## config.mk

```make
export PLATFORM = sky130hd
export DESIGN_NAME = circle_screen_overlap_test_top
export DESIGN_NICKNAME = d
export VERILOG_FILES = /design/src/rtl/core/csot_pkg.sv /design/src/rtl/core/csot_edge.sv /design/src/rtl/core/circle_screen_overlap_test_top.sv
export SDC_FILE = /design/constraint.sdc
export NUM_CORES = 2
export LEC_CHECK = 0
export BUFFER_PORTS_ARGS = -buffer_cell sky130_fd_sc_hd__buf_2
export CORE_MARGIN = 8
export CORE_UTILIZATION = 60
export CTS_CLUSTER_DIAMETER = 50
export CTS_CLUSTER_SIZE = 40
export DETAILED_ROUTE_END_ITERATION = 10
export HOLD_SLACK_MARGIN = 0.1
export PLACE_DENSITY = 0.79
export SLEW_MARGIN = 10
export SYNTH_ARGS = -nofsm -noshare
export SYNTH_HDL_FRONTEND = slang
export SYNTH_SLANG_ARGS = --single-unit
export TNS_END_PERCENT = 5
```

## constraint.sdc

```tcl
create_clock -name clock -period 5.75 [get_ports clock]
set_clock_uncertainty 0.05 [all_clocks]
set_input_delay 0.575 -clock clock [delete_from_list [all_inputs] [get_ports clock]]
set_output_delay 0.575 -clock clock [all_outputs]
set_load 0.02 [all_outputs]
```

## src/rtl/core/csot_pkg.sv

```systemverilog
// Shared widths and types for the circle versus screen overlap test.
`default_nettype none
package csot_pkg;

   localparam int CoordWidth  = 14;   // centre coordinates
   localparam int DimWidth    = 13;   // screen dimensions and radius
   localparam int OffWidth    = 16;   // edge offsets relative to the centre
   localparam int SqWidth     = 28;   // square of an offset
   localparam int RadSqWidth  = 26;   // square of the radius
   localparam int QWidth      = 30;   // r^2 minus a squared offset

   localparam logic CsrWidth  = 1'b0;
   localparam logic CsrHeight = 1'b1;

   typedef logic signed [OffWidth-1:0] off_type;
   typedef logic        [SqWidth-1:0]  sq_type;
   typedef logic signed [QWidth-1:0]   q_type;

   // One edge's interval test operands
   typedef struct packed {
      logic   enable;     // edge has non-zero length
      q_type  q;          // squared half chord on the edge's line
      logic   lo_nonpos;  // lower bound <= 0
      sq_type lo_sq;
      logic   hi_nonneg;  // upper bound >= 0
      sq_type hi_sq;
   } edge_type;

endpackage
`default_nettype wire

```

## src/rtl/core/csot_edge.sv

```systemverilog
// Chord versus edge interval test for one screen edge.
`default_nettype none
module csot_edge
   import csot_pkg::*;
(
   input  wire edge_type edge_op,
   output logic          hit
);

   logic q_pos;
   logic ge_lo;
   logic le_lo;
   logic ge_hi;
   logic le_hi;
   logic pos_in;
   logic neg_in;

   // compare the squared half chord against the squared bounds
   always_comb begin
      q_pos  = edge_op.q > q_type'(0);
      ge_lo  = edge_op.q >= $signed({2'b00, edge_op.lo_sq});
      le_lo  = edge_op.q <= $signed({2'b00, edge_op.lo_sq});
      ge_hi  = edge_op.q >= $signed({2'b00, edge_op.hi_sq});
      le_hi  = edge_op.q <= $signed({2'b00, edge_op.hi_sq});
      // +sqrt(q) inside [lo, hi]
      pos_in = (edge_op.lo_nonpos | ge_lo) & edge_op.hi_nonneg & le_hi;
      // -sqrt(q) inside [lo, hi]
      neg_in = edge_op.lo_nonpos & le_lo & (edge_op.hi_nonneg | ge_hi);
      hit    = edge_op.enable & q_pos & (pos_in | neg_in);
   end

endmodule
`default_nettype wire

```

## src/rtl/core/circle_screen_overlap_test_top.sv

```systemverilog
// Top level of the circle versus screen rectangle overlap test.
//
//   channel   ports                                        handshake
//   request   start, busy, req_center_x/_y, req_circle_radius  start & !busy
//   result    rsp_valid, rsp_visible                       one-cycle strobe
//   config    csr_write_enable, csr_index, csr_write_data  write enable
//
// Four register stages: offsets, squares, chord terms, edge compares.
// One circle may enter every cycle; its result strobes out of the edge-compare stage.
// The multipliers in the squaring stage set the clock period.
// busy is always low; the receiver cannot stall, so nothing is held.
// Synchronous reset clears the valid bits and loads 600 x 600.
`default_nettype none
module circle_screen_overlap_test_top
   import csot_pkg::*;
(
   input  wire                          clock,
   input  wire                          reset,
   input  wire                          start,
   output logic                         busy,
   input  wire signed [CoordWidth-1:0]  req_center_x,
   input  wire signed [CoordWidth-1:0]  req_center_y,
   input  wire        [DimWidth-1:0]    req_circle_radius,
   output logic                         rsp_valid,
   output logic                         rsp_visible,
   input  wire                          csr_write_enable,
   input  wire                          csr_index,
   input  wire        [DimWidth-1:0]    csr_write_data
);

   logic [DimWidth-1:0] width_ff, height_ff;

   logic                v1_ff, v2_ff, v3_ff, v4_ff;
   off_type             lox_ff, hix_ff, loy_ff, hiy_ff;
   logic [DimWidth-1:0] r1_ff;
   logic                wen1_ff, hen1_ff, inside1_ff;

   sq_type              lox2_ff, hix2_ff, loy2_ff, hiy2_ff;
   logic [RadSqWidth-1:0] r2_ff;
   logic                lxn_ff, hxp_ff, lyn_ff, hyp_ff;
   logic                wen2_ff, hen2_ff, inside2_ff;

   edge_type            edge_ff [4];
   logic                inside3_ff;
   logic                visible_ff;

   off_type             cx_in, cy_in, w_in, h_in;
   logic [DimWidth-2:0] m_in;
   logic                inside_in;
   logic signed [2*OffWidth-1:0] lox2_in, hix2_in, loy2_in, hiy2_in;
   logic [3:0]          hit;

   assign busy = 1'b0;

   // write configuration beats
   always_ff @(posedge clock) begin
      if (reset) begin
         width_ff  <= DimWidth'(600);
         height_ff <= DimWidth'(600);
      end else if (csr_write_enable) begin
         if (csr_index == CsrWidth) width_ff <= csr_write_data;
         else                       height_ff <= csr_write_data;
      end
   end

   // valid bits travel with the data
   always_ff @(posedge clock) begin
      if (reset) begin
         v1_ff <= 1'b0;
         v2_ff <= 1'b0;
         v3_ff <= 1'b0;
         v4_ff <= 1'b0;
      end else begin
         v1_ff <= start;
         v2_ff <= v1_ff;
         v3_ff <= v2_ff;
         v4_ff <= v3_ff;
      end
   end

   // stage 1: edge offsets relative to the centre, inside test
   always_comb begin
      cx_in = OffWidth'(req_center_x);
      cy_in = OffWidth'(req_center_y);
      w_in  = $signed({3'b000, width_ff});
      h_in  = $signed({3'b000, height_ff});
      m_in  = (height_ff[DimWidth-1:1] < width_ff[DimWidth-1:1]) ?
              height_ff[DimWidth-1:1] : width_ff[DimWidth-1:1];
      inside_in = (cx_in > off_type'(0)) && (cx_in < w_in) &&
                  (cy_in > off_type'(0)) && (cy_in < h_in) &&
                  (req_circle_radius < {1'b0, m_in});
   end

   always_ff @(posedge clock) begin
      lox_ff     <= -cx_in;
      hix_ff     <= w_in - cx_in;
      loy_ff     <= -cy_in;
      hiy_ff     <= h_in - cy_in;
      r1_ff      <= req_circle_radius;
      wen1_ff    <= width_ff != '0;
      hen1_ff    <= height_ff != '0;
      inside1_ff <= inside_in;
   end

   // stage 2: squares and bound signs
   always_comb begin
      lox2_in = lox_ff * lox_ff;
      hix2_in = hix_ff * hix_ff;
      loy2_in = loy_ff * loy_ff;
      hiy2_in = hiy_ff * hiy_ff;
   end

   always_ff @(posedge clock) begin
      lox2_ff    <= lox2_in[SqWidth-1:0];
      hix2_ff    <= hix2_in[SqWidth-1:0];
      loy2_ff    <= loy2_in[SqWidth-1:0];
      hiy2_ff    <= hiy2_in[SqWidth-1:0];
      r2_ff      <= RadSqWidth'(r1_ff) * RadSqWidth'(r1_ff);
      lxn_ff     <= lox_ff <= off_type'(0);
      hxp_ff     <= hix_ff >= off_type'(0);
      lyn_ff     <= loy_ff <= off_type'(0);
      hyp_ff     <= hiy_ff >= off_type'(0);
      wen2_ff    <= wen1_ff;
      hen2_ff    <= hen1_ff;
      inside2_ff <= inside1_ff;
   end

   // stage 3: squared half chord on each edge's line
   always_ff @(posedge clock) begin
      // bottom edge, x interval
      edge_ff[0] <= '{enable: wen2_ff,
                      q: $signed({4'b0000, r2_ff}) - $signed({2'b00, loy2_ff}),
                      lo_nonpos: lxn_ff, lo_sq: lox2_ff,
                      hi_nonneg: hxp_ff, hi_sq: hix2_ff};
      // left edge, y interval
      edge_ff[1] <= '{enable: hen2_ff,
                      q: $signed({4'b0000, r2_ff}) - $signed({2'b00, lox2_ff}),
                      lo_nonpos: lyn_ff, lo_sq: loy2_ff,
                      hi_nonneg: hyp_ff, hi_sq: hiy2_ff};
      // right edge, y interval
      edge_ff[2] <= '{enable: hen2_ff,
                      q: $signed({4'b0000, r2_ff}) - $signed({2'b00, hix2_ff}),
                      lo_nonpos: lyn_ff, lo_sq: loy2_ff,
                      hi_nonneg: hyp_ff, hi_sq: hiy2_ff};
      // top edge, x interval
      edge_ff[3] <= '{enable: wen2_ff,
                      q: $signed({4'b0000, r2_ff}) - $signed({2'b00, hiy2_ff}),
                      lo_nonpos: lxn_ff, lo_sq: lox2_ff,
                      hi_nonneg: hxp_ff, hi_sq: hix2_ff};
      inside3_ff <= inside2_ff;
   end

   // stage 4: edge compares
   for (genvar e = 0; e < 4; e++) begin : g_edge
      csot_edge u_edge (
         .edge_op (edge_ff[e]),
         .hit     (hit[e])
      );
   end

   always_ff @(posedge clock) begin
      visible_ff <= (|hit) | inside3_ff;
   end

   assign rsp_valid   = v4_ff;
   assign rsp_visible = visible_ff;

endmodule
`default_nettype wire

```

==> results.py <==
metrics = {
    "status": {
        "status": "complete, but fails checks",
        "violations": "negative setup slack",
    },
    "global_route": {
        "grt_pass1_vias": 47600,
        "grt_usage_pct": 28.7,
        "grt_max_degree": 31,
        "gr-total-overflow": 0,
        "grt_pass1_wl_um": 246000,
        "antenna_found_initial": 20,
    },
    "drt": {
        "vias": 44500,
        "viasPerCell": 5.52,
        "routed_wl_um": 153000,
        "wl_per_cell_um": 18.9,
        "drt-pass1-iter-count": 6,
        "antenna_left": 0,
        "drc_errors": 0,
        "drtIter0Drc": 2914,
    },
    "clock_network": {
        "numCtsBuffers": 60,
        "clk_latency_ps": 660,
        "path_clk_slew_ps": 60,
        "clk_root_buffer_cell": "clkbuf_16",
        "htree_levels": 2,
        "clock_sinks": 480,
        "clockBufferDepth": 3,
        "tritoncts": "done",
    },
    "critical_path": {
        "crit_top_cell": "fa_1",
        "cp.required_ps": 6300,
        "slowest_delay_ps": 590,
        "endpoint_kind": "register",
        "r2r_start": "lox_ff[15]$_DFF_P_",
        "rrSetupSlack_ps": -180,
        "crit_buf_inv": 6,
        "worstPathCellList": "buf_4 > nand2_2 > inv_2 > fa_2 > inv_2 > fa_1 > inv_1 > fa_1 > fa_1 > fa_1 > inv_1 > fa_1 > inv_1 > ha_1 > a21boi_4 > nor4_4 > and2_4 > o2111ai_4 > and3_4 > o31a_1 > o21ai_1 > o31a_1",
        "reg2reg_to": "lox2_ff[26]$_DFF_P_",
        "critical_path_class": "register to register",
        "cp_data_arrival_time_ps": 6490,
        "path_delay_family": "adder cells",
        "crit_path_start_kind": "register",
        "ff2ff_path_depth": 22,
        "slowest_stage": "fa_2",
        "worstPathMaxFanout": 5,
    },
    "synth": {
        "synth_top_family_by_area": "adder cells",
        "synth_edf_count": 0,
        "synthAdderAreaFrac_pct": 47.1,
        "syn_nets": 8034,
        "yosysWarnings": 0,
        "netlist_area_um2": 58100,
        "synthSimpleGateAreaFrac_pct": 11.9,
        "async_flop_share_pct": 0,
        "ys_seq_elements": 480,
        "synth_area_leader_cell": "fa_1",
        "muxShareOfSynthArea_pct": 0.265,
        "synth_top_area_share_pct": 30.8,
        "netlist_instances": 6324,
        "yosys-top-cells-area": "fa_1, dfxtp_1, ha_1",
        "synth_top_flop_cell": "dfxtp_1",
        "synth_xor_area_share_pct": 4.58,
        "synth.distinct_cells": 88,
        "synth-compound-area-share_pct": 8.62,
        "avgSynthCellArea_um2": 9.19,
        "seq_area_frac_synth_pct": 16.5,
    },
    "cells_and_area": {
        "syn2layout_area_growth_pct": 13.1,
        "nets": 8449,
        "layout_commonest_cell": "inv_1",
        "final_cell_mix": "inv_1, fa_1, ha_1",
        "drive_above_1_share_pct": 11.4,
        "finish.utilization_pct": 68.2,
        "fillers": 7358,
    },
    "timing": {
        "fin_ws_ps": -183,
        "max_freq_mhz": 169,
        "worst_pin_slew_ps": 987,
        "rsz0062_at_grt": "true",
        "hold_viol": 0,
        "tns_ps": -1020,
        "setup_viol": 17,
        "drv_slew": 0,
        "min_period_over_period_pct": 103,
        "min_period_ps": 5930,
        "max_slew_margin_pct": 33.6,
    },
    "worst_hold_path": {
        "holdCritStartpoint": "req_center_x[0]",
        "hold_path.class": "input pin to register",
        "holdPathEnd": "lox_ff[0]$_DFF_P_",
        "hold_depth": 1,
    },
    "flow_run": {
        "cap_viol_max_count": 0,
    },
    "die": {
        "initial_core_util_pct": 60.3,
        "die_x_um": 327,
        "boundaryPins": 62,
        "num_rows": 114,
        "core-area_um2": 96400,
        "chipHeight_um": 327,
        "die_area_um2": 107000,
    },
    "placement": {
        "gp_congestion": 0.988,
        "io_buffers": 60,
        "dp_hpwl_um": 129000,
        "pre_cts_ws_ps": -335,
    },
}
-- final cells by class --
| type | instances | area [um^2] | area share [%] |
|---|---|---|---|
| tap | 1276 | 1600 | 2.43 |
| multi-input combinational | 4142 | 42700 | 64.9 |
| sequential | 480 | 9730 | 14.8 |
| clock buffer | 66 | 1580 | 2.40 |
| antenna | 8 | 20.0 | 0.0304 |
| clock inverter | 47 | 634 | 0.965 |
| inverter | 1598 | 6000 | 9.13 |
| timing repair buffer | 457 | 3490 | 5.30 |
-- synthesized netlist by cell type (21+ instances only) --
master,number
clkbuf_1,99
o21ai_0,116
inv_1,1597
nor4_1,57
nand2_1,468
a211oi_1,36
xor2_1,74
dfxtp_1,480
fa_1,896
nor2_1,258
xnor2_1,225
o21a_1,42
o21bai_1,23
nand2b_1,45
nor3_1,67
or2_2,23
a21o_1,119
nor2b_1,52
and2_1,211
a31oi_1,21
a21oi_1,250
nand3_1,82
and3_1,22
nand4_1,55
ha_1,755
-- through the flow --
| step | hold WS [ps] | std cells | instance area, um^2 |
|---|---|---|---|
| finish | 149 | 8074 | 65800 |
| floorplan | 260 | 6324 | 58300 |
| CTS | 113 | 8046 | 65100 |
| global route | 121 | 8071 | 65700 |
| global placement | 261 | 7897 | 62300 |
| detailed placement | 262 | 7897 | 62300 |
-- state kept, by name, summed over array words and instances, names as in the netlist, 13 cells and up --
name       cells
loy_ff        16
hix_ff        15
hiy2_ff       27
r2_ff         25
hiy_ff        15
height_ff     13
edge_ff      230
lox_ff        16
r1_ff         13
lox2_ff       27
hix2_ff       27
loy2_ff       27
width_ff      13
-- worst reg2reg max path, delay by kind of cell, from the launching register on --
family / cells / cell delay (ps)
buf+inv: 6 / 420
simple gates: 4 / 790
fa+ha+maj: 7 / 3320
flops: 1 / 380
compound gates: 5 / 920
-- how the worst max path moves through the flow --
| stage | start | end | slack, ps | depth (start not counted) |
|---|---|---|---|---|
| final | lox_ff[15]$_DFF_P_ | lox2_ff[26]$_DFF_P_ | -180 | 22 |
| after global routing | hix_ff[8]$_DFF_P_ | hix2_ff[25]$_DFF_P_ | -380 | 19 |
| after CTS | loy_ff[10]$_DFF_P_ | loy2_ff[26]$_DFF_P_ | -250 | 21 |
| after detailed placement | loy_ff[3]$_DFF_P_ | loy2_ff[26]$_DFF_P_ | -330 | 20 |
| after global placement | loy_ff[3]$_DFF_P_ | loy2_ff[25]$_DFF_P_ | -280 | 20 |
| after floorplan | loy_ff[9]$_DFF_P_ | loy2_ff[25]$_DFF_P_ | -110 | 21 |
-- cell families (layout without fill, tap and decap cells) --
group,count (synthesis),in the layout
other,1,9
adder cells (fa/ha/maj),1651,1651
AND/OR/NAND/NOR,1409,1409
buffers and inverters,1702,2168
AO/OA/AOI/OAI,765,765
flip-flops,480,480
multiplexers,15,15
XOR/XNOR,301,301
-- timing repair --
item                                    4_1_cts  5_1_grt
endpoints found under the setup margin       38       49
gates resized for setup                      80      157
hold buffers                                 30        0
hold endpoints to repair                     40        0
gates cloned                                  0        0
pin swaps                                    33       89
buffers inserted                              6       20
-- layer usage --
layer,global-route usage [%],share of wire [%],vias up
met3,3.79,6.2,505
met4,15.1,6.6,8
met1,35.5,39,21900
met5,0,0.033,-
li1,-,-,20600
met2,48.8,48,1545
Power is left out: the tool's default activity adds up to more than one toggle a clock period on the data nets, which glitch-free logic cannot reach.
